==> src/tdi_pkg.sv <==
package tdi_pkg;

    localparam int MAX_WIDTH = 2048;
    localparam int ADDR_W    = $clog2(MAX_WIDTH);
    localparam int FW_W      = 12;
    localparam int FH_W      = 16;
    localparam int THR_W     = 16;
    localparam int DIFF_W    = 19;
    localparam int SUM_W     = 16;
    localparam int ACC_W     = 20;
    // width compare domain: holds both the 12-bit register and MAX_WIDTH
    localparam int WID_W     = (ADDR_W + 1 > FW_W) ? ADDR_W + 1 : FW_W;
    localparam int PADDR_W   = 4;
    localparam int PDATA_W   = 32;

    localparam logic signed [ACC_W-1:0] SUM_MAX = ACC_W'(32767);
    localparam logic signed [ACC_W-1:0] SUM_MIN = -ACC_W'(32768);

    localparam logic [FW_W-1:0]  FW_RESET  = FW_W'(2048);
    localparam logic [FH_W-1:0]  FH_RESET  = FH_W'(1024);
    localparam logic [THR_W-1:0] THR_RESET = '0;

    typedef enum logic [1:0] {
        REG_WIDTH  = 2'd0,
        REG_HEIGHT = 2'd1,
        REG_THRESH = 2'd2
    } t_reg_idx;

    typedef struct packed {
        logic [FW_W-1:0]  frame_width;
        logic [FH_W-1:0]  frame_height;
        logic [THR_W-1:0] gate_threshold;
    } t_cfg;

    function automatic logic signed [SUM_W-1:0] sat16(input logic signed [ACC_W-1:0] x);
        logic signed [SUM_W-1:0] y;
        if (x > SUM_MAX) begin
            y = SUM_W'(SUM_MAX);
        end else if (x < SUM_MIN) begin
            y = SUM_W'(SUM_MIN);
        end else begin
            y = x[SUM_W-1:0];
        end
        return y;
    endfunction

endpackage

==> src/tdi_regs.sv <==
module tdi_regs
    import tdi_pkg::*;
(
    input  logic               i_clk,
    input  logic               i_rst_n,
    input  logic               psel,
    input  logic               penable,
    input  logic               pwrite,
    input  logic [PADDR_W-1:0] paddr,
    input  logic [PDATA_W-1:0] pwdata,
    output logic [PDATA_W-1:0] prdata,
    output logic               pready,
    output t_cfg               o_cfg
);

    t_cfg     r_cfg;
    t_reg_idx sel;
    logic     wr_en;

    assign sel    = t_reg_idx'(paddr[3:2]);
    assign wr_en  = psel && penable && pwrite;
    assign pready = 1'b1;
    assign o_cfg  = r_cfg;

    always_ff @(posedge i_clk) begin
        if (!i_rst_n) begin
            r_cfg.frame_width    <= FW_RESET;
            r_cfg.frame_height   <= FH_RESET;
            r_cfg.gate_threshold <= THR_RESET;
        end else if (wr_en) begin
            case (sel)
                REG_WIDTH:  r_cfg.frame_width    <= pwdata[FW_W-1:0];
                REG_HEIGHT: r_cfg.frame_height   <= pwdata[FH_W-1:0];
                REG_THRESH: r_cfg.gate_threshold <= pwdata[THR_W-1:0];
                default: ;
            endcase
        end
    end

    always_comb begin
        case (sel)
            REG_WIDTH:  prdata = PDATA_W'(r_cfg.frame_width);
            REG_HEIGHT: prdata = PDATA_W'(r_cfg.frame_height);
            REG_THRESH: prdata = PDATA_W'(r_cfg.gate_threshold);
            default:    prdata = '0;
        endcase
    end

endmodule

==> config.mk <==
export PLATFORM = sky130hd
export DESIGN_NAME = tdi_regs
export DESIGN_NICKNAME = d
export VERILOG_FILES = /design/src/tdi_pkg.sv /design/src/tdi_regs.sv
export SDC_FILE = /design/constraint.sdc
export NUM_CORES = 1
export LEC_CHECK = 0
export BUFFER_PORTS_ARGS = -buffer_cell sky130_fd_sc_hd__buf_4
export CAP_MARGIN = 10
export CORE_MARGIN = 4
export CORE_UTILIZATION = 48
export DETAILED_ROUTE_END_ITERATION = 10
export HOLD_SLACK_MARGIN = 0.06
export PLACE_DENSITY_LB_ADDON = 0.08
export SLEW_MARGIN = 25
export SYNTH_ARGS = -nofsm -noshare
export SYNTH_HDL_FRONTEND = slang
export SYNTH_SLANG_ARGS = --single-unit
==> constraint.sdc <==
create_clock -name i_clk -period 2.9 [get_ports i_clk]
set_input_delay 0.145 -clock i_clk [delete_from_list [all_inputs] [get_ports i_clk]]
set_output_delay 0.145 -clock i_clk [all_outputs]
set_load 0.01 [all_outputs]
# Word-level counts from Yosys, hierarchy flattened
# Index checks and enable logic that the tools add are counted.
# totals
reg_bits	44
latch_bits	0
ramBits	0
rom_bits	0
n_memories	0
# op_classes
add_sub_neg	0
mul	0
n_div	0
magnitude_cmp	0
eq_ne	2
shift	0
muxes	1
bitwise_logic	0
reduce_logical	6
# op_table
op	count
one-hot mux 16 bit (3 select lines)	1
AND reduction 2 bit	3
== test 2 x 1 -> 1 bit (second input constant)	1
== test 2 bit (second input constant)	1
logical AND 1 bit	2
logical NOT 2 bit	1

# Logic depth before layout (Yosys ltp)
# Gate-level depths: netlist of run 1.
# logic_depth
ltp_word	3
mapped_depth	7
mapped_depth_nobuf	3

# Worst setup path before layout of run 1
# OpenSTA, ideal clock, no wires.
# synth_timing
kind	input to register
startpoint	in paddr[2]
endpoint	reg r_cfg, in the netlist o_cfg[5]
setup_time_ns	0.072
arrival_ns	1.030
required_ns	2.828
slack_ns	1.798
path_stages	7
path_buffers	4
cell_sequence	buf_6 nor2b_2 buf_6 and2_4 buf_6 buf_12 mux2i_1
# synth_between
elab_chain_len	2
# synth_rtl
element	line	source
start, declared	tdi_regs.sv:9	input logic [PADDR_W-1:0] paddr,
== test 2 bit	tdi_regs.sv:31	case (sel)
AND reduction 2 bit (no line)	-	
end, declared	tdi_regs.sv:16	t_cfg r_cfg;
# No other way between the ends.
# A chain may end at the register's enable or synchronous reset.

# Worst setup path after layout of run 1
# layout_timing
startpoint	in paddr[3]
endpoint	out prdata[13]
# layout_between
elab_chain_len	2
elab_cells_between_ends	4
classes_between	eq/ne (2); mux (1); reduce/logical (1)
# layout_rtl
element	line	source
== test 2 bit, or another cell as far along	tdi_regs.sv:41	case (sel)
one-hot mux 16 bit (3 select lines) *	tdi_regs.sv:41	
end, declared	tdi_regs.sv:11	output logic [PDATA_W-1:0] prdata,
# Mark *: on every way between the ends. The rest lies on a longest branch, timed or not.

==> qor.txt, run 1 <==
crit path capture type - primary output
fillcell total - 386
kind of critical path - in -> out
GRT overflow - 0
Core Box Area - 4320 sq um
Routed WL per cell - 13.8 um
Critical path origin - paddr[3]
ratio of final minimum period to clock period - 0.428
ys async rst share - 0
Hold Fails Final Rpt - 0
Post-synth EDFFs - 0
mapped cell area - 2140 sq um
Yosys cell types - 21
Final nets - 345
most used cell, CP - buf_4
I/O Buffers - 82
Fin Setup TNS - 0 ns
CP max FO - 16
critical path arrival - 1.10 ns
Mean Syn Cell Area - 9.15 sq um
Worst VDD drop - 0.215 mV
Pleak - 1.27 nW
Min-Delay Path Class - in -> reg
status - completed
relative slew slack - 0.521
largest net degree at the start of global routing - 61
post-route antenna net violation count - 0
Worst-Margin Slew - 0.718 ns
Mapped Cells - 234
CTS Hold Bufs - 0
Die Y - 74.8 um
initial drt markers - 62
worst hold path depth - 3
Post-synth top cells - nand2_1, mux2i_1, dfxtp_1
register area share after synthesis - 0.411
unrepaired setup endpoints after global routing - false
area added between synthesis and finish - 26.8%
cell area after layout - 2720 sq um
top post-synthesis cells by area - dfxtp_1, mux2i_1, nand2_1, buf_4, buf_6
Post-CTS Setup Repair Bufs - 0
FF-to-FF End - o_cfg[10]
post-synth top area share - 0.411
Synth warnings - 0
startpoint type of the worst setup path - input port
worst endpoint required time - 2.76 ns
CTS root buf - clkbuf_8
most common cell in the netlist - nand2_1
dpl cell area - 2630 sq um
CTS Buf Count - 5
initial antenna violation count - 0
GR Layer Usage met3 - 0.0414
vias in the first global route - 1663
TritonCTS clock tree - built
Max Fclk - 805 MHz
Final setup viols - 0
insertion delay to the later sink of the worst-skew pair - 0.28 ns
simple-gate share of the synthesized area - 0.150
proportion of layout cells with a drive suffix above 1 - 0.308
R2R depth - 2
CTS sink cnt - 44
Total GRT Usage - 0.175
Max clock buf depth - 2
std cell rows - 24
global-route wire length before repair - 7690 um
Post-Synth XOR/XNOR Area - 0
vias per cell - 4.96
#FFs+latches synth - 44
Setup crit end - prdata[13]
n_diodes - 0
ys flop type - dfxtp_1
Post-route DRC - 0
Post-Route WL - 4920 um
GRT busiest layer - met2
area leader, netlist - dfxtp_1
Hold Startpoint - pwdata[10]
Post-Route Skew - 0 ns
post-DP HPWL - 3420 um
Worst R2R Start - o_cfg[10]
Slew Viols, Final - 0
max reg flops - 44
critical-path cell list - buf_4 > nor2b_2 > buf_4 > a22o_1 > buf_4
number of H-tree levels - 2
Post-CTS Resized - 0
die span in x - 74.8 um
Max-cap violations - 0
Placer Congestion - 0.676
Initial Utilization - 0.495
clock slew at reported path FFs - 0.08 ns
post-synthesis compound-gate area fraction - 0.0573
Slowest-stage cell, CP - a22o_1
Tmin final - 1.24 ns
I/O pin count - 118
crit-path max cell delay - 0.24 ns
Power Density - 413 nW/um^2
multiplexer share of the synthesized area - 0.252
drt pass-1 iters - 4
Die Footprint - 5590 sq um
met1 usage - 0.222
via count - 1770
M2 GR Usage - 0.300
adder-cell share of the synthesized area - 0
Reg2Reg Setup Slack - 2.22 ns
main combinational cell family by area after synthesis - multiplexers
## final cells by class
type,instances,area [sq um],share of cell area
Timing Repair Buffer,83,623,0.229
Sequential cell,44,881,0.324
Tap cell,52,65.1,0.0240
Clock buffer,8,90.1,0.0332
Multi-Input combinational cell,168,1050,0.386
Inverter,2,7.51,0.00276
## critical path, delay by kind of cell
family / cells / cell delay (ns)
compound gates: 1 / 0.24
buf+inv: 3 / 0.53
simple gates: 1 / 0.17
## where the power goes
| group | switching, W | internal (W) |
|---|---|---|
| clock network | 0.000187 | 0.000194 |
| logic | 0.0000702 | 0.0000525 |
| registers | 0.00000646 | 0.000612 |
| total | 0.000263 | 0.000859 |
## metal layers
layer  up-vias  wire, um  share of wire
li1        879         -              -
met1       823      2150           0.44
met2        66      2330           0.47
met3         2       408          0.083
met4         0        19         0.0039
met5         -         0              0
## per-stage QoR
step	setup slack, ns	instances	utilization	hold WS (ns)	total power, W
after detailed placement	1.49	349	0.607	0.426	0.000756
after CTS	1.65	357	0.628	0.125	0.00114
final	1.66	357	0.628	0.131	0.00112
after global routing	1.55	357	0.628	0.128	0.00117
after floorplan	1.80	249	-	0.305	0.000724
after global placement	1.49	349	0.607	0.430	0.000755
## logic make-up after synthesis
group,Yosys count
AND/OR/NAND/NOR,78
multiplexers,54
flip-flops,44
buffers and inverters,37
AO/OA/AOI/OAI,19
other,2
## cell usage in the layout, fill, tap and decap left out
| master | count |
|---|---|
| conb_1 | 17 |
| and2_4 | 2 |
| o211ai_2 | 1 |
| and3_1 | 1 |
| o31ai_1 | 1 |
| clkbuf_1 | 2 |
| dfxtp_1 | 44 |
| nor2b_2 | 1 |
| nand3_1 | 2 |
| and2b_4 | 1 |
| buf_4 | 83 |
| o211ai_1 | 1 |
| o21ai_1 | 12 |
| inv_1 | 2 |
| nand2_1 | 70 |
| clkbuf_8 | 6 |
| or3_1 | 1 |
| a22o_1 | 4 |
| mux2i_1 | 54 |
## worst min path at each step
stage,slack [ns],endpoint
floorplan,0.31,o_cfg[26]
global placement,0.43,o_cfg[14]
finish,0.13,o_cfg[26]
detailed placement,0.43,o_cfg[26]
global route,0.13,o_cfg[26]
CTS,0.12,o_cfg[26]
Power figures use the tool's default switching activity.
==> run 2: changes to the inputs <==
Settings changed: CORE_UTILIZATION 48 to 40.
Clock period 2.9 ns to 1 ns, I/O delays scaled along.
==> qor.txt, run 2 (synthesis results as in run 1) <==
Worst VDD drop - 0.579 mV (+170%)
Die Y - 81.2 um (+8.5%)
GRT overflow - 0 (unchanged)
area added between synthesis and finish - 53.4%
Min-Delay Path Class - in -> reg
max reg flops - 44 (unchanged)
Hold Startpoint - pwdata[6]
Slowest-stage cell, CP - dfxtp_2
sequential power share - 0.527 (-0.024)
TritonCTS clock tree - built
kind of critical path - reg -> out
DP Worst Slack - -0.0416 ns (-1.53 ns)
post-DP HPWL - 3850 um (+13%)
Hold Fails Final Rpt - 0 (unchanged)
CTS root buf - clkbuf_8
switch share - 0.240 (+0.00545)
Total GRT Usage - 0.188 (+0.0127)
failing checks - negative setup slack
CP Buf/Inv Count - 1 (-2)
fillcell total - 489 (+27%)
CP max FO - 3 (-13)
die span in x - 81.2 um (+8.5%)
CP delay by family, top - flip-flops
critical-path cell list - mux2i_1 > o21ai_1 > buf_4
startpoint type of the worst setup path - flip-flop
critical path arrival - 1.01 ns (-0.09 ns)
clock slew at reported path FFs - 0.08 ns (about the same)
CTS sink cnt - 44 (unchanged)
Comb power frac - 0.140 (+0.031)
Initial Utilization - 0.417 (-0.0786)
Tmin final - 1.06 ns
Final setup viols - 12 (+12)
Pleak - 1.58 nW (+24%)
Die Footprint - 6590 sq um (+18%)
post-route antenna net violation count - 0 (unchanged)
cell area after layout - 3280 sq um (+21%)
Worst R2R Start - o_cfg[36]
most frequent cells in the layout - buf_4, nand2_1, mux2i_1
proportion of layout cells with a drive suffix above 1 - 0.468 (+0.160)
worst endpoint required time - 0.95 ns (-1.81 ns)
std cell rows - 26 (+8.3%)
drt pass-1 iters - 4 (unchanged)
Post-Route Skew - 0 ns (unchanged)
register area - 921 sq um (+4.5%)
initial antenna violation count - 0 (unchanged)
Int Pwr - 0.00258 W (+200%)
worst setup slack after layout - -0.0624 ns (-1.72 ns)
Power Density - 1030 nW/um^2 (+150%)
Routed WL per cell - 13.7 um (-0.53%)
Max-cap violations - 0 (unchanged)
number of H-tree levels - 2 (unchanged)
Placer Congestion - 0.722 (+6.7%)
initial drt markers - 64 (+3.2%)
via count - 1968 (+11%)
Final nets - 399 (+16%)
vias per cell - 4.59 (-7.5%)
largest net degree at the start of global routing - 36 (-41%)
global-route wire length before repair - 9520 um (+24%)
I/O Buffers - 82 (unchanged)
commonest non-fill, non-tap cell in the layout - buf_4
CTS Buf Count - 5 (unchanged)
I/O pin count - 118 (unchanged)
Critical path origin - o_cfg[43]
Post-Route WL - 5880 um (+20%)
Core Box Area - 5140 sq um (+19%)
Fin Hold WS - 0.0680 ns (-0.0634 ns)
net switching power - 0.000816 W (+210%)
crit path capture type - primary output
Slew Viols, Final - 0 (unchanged)
insertion delay to the later sink of the worst-skew pair - 0.29 ns (about the same)
clock share of power - 0.332 (-0.007)
dpl cell area - 2810 sq um (+7.0%)
n_diodes - 0 (unchanged)
unrepaired setup endpoints after global routing - true
crit-path max cell delay - 0.35 ns (+0.11 ns)
Post-route DRC - 0 (unchanged)
Max Fclk - 941 MHz
ratio of final minimum period to clock period - 1.06
vias in the first global route - 1955 (+18%)
area taken by multi-input logic gates - 1050 sq um (+0.48%)
status - complete, but fails checks
Max clock buf depth - 2 (unchanged)
==> run 2: changes by cell type in the layout (fill, tap and decap cells not counted), moves of 4 or more <==
cell,change
buf_12,+4
buf_4,+34
buf_6,+4
dfxtp_1,-32
dfxtp_2,+32
dlygate4sd3_1,+12
==> run 2: power by group through the flow <==
stage / Combinational (W) / Clock [W] / Sequential, W
2_1_floorplan: 0.000260 / 0 / 0.00184
3_3_place_gp: 0.000414 / 0 / 0.00183
3_5_place_dp: 0.000414 / 0 / 0.00183
4_1_cts: 0.000476 / 0.00117 / 0.00179
5_1_grt: 0.000523 / 0.00124 / 0.00179
6_report: 0.000476 / 0.00113 / 0.00179
==> run 2: timing repair <==
action                                 in CTS  in global routing
endpoints found under the hold margin      26                  0
hold buffers                               12                  0
pin swaps                                   2                  5
setup buffers                              24                  4
setup endpoints to repair                  16                 16
gates resized for setup                    35                  1
==> run 2: cell type report <==
cell class,instances,area share
flip-flops and latches,44,0.280
well taps,70,0.0267
repair buffers,137,0.342
inverters,2,0.00229
clock buffers,8,0.0274
multi-input cells,168,0.321
==> run 2: path summary, 6_finish.rpt <==
path / to / slack [ns] / cells after the start
setup reg to reg: o_cfg[36] / 0.29 / 3
hold / removal: o_cfg[38] / 0.07 / 3
hold reg to reg: o_cfg[30] / 0.47 / 2
setup / recovery: prdata[11] / -0.06 / 3
==> run 2: per-stage QoR <==
step,total power [W],setup TNS [ns],std cells,util
after floorplan,0.00210,-0.0159,249,-
after global placement,0.00225,-0.224,381,0.546
after detailed placement,0.00225,-0.499,381,0.546
after CTS,0.00344,-0.461,425,0.633
after global routing,0.00356,-1.14,429,0.639
final,0.00340,-0.273,429,0.639
==> run 2: routing by layer <==
metal,global-route usage,part of all wire
met1,0.241,0.43
met2,0.311,0.48
met3,0.0510,0.072
met4,0.0507,0.011
met5,0,0
==> run 2: tightest hold or removal path: stages <==
cell and delay [ns]:
buf_4 0.08, nand2_1 0.08, mux2i_1 0.12
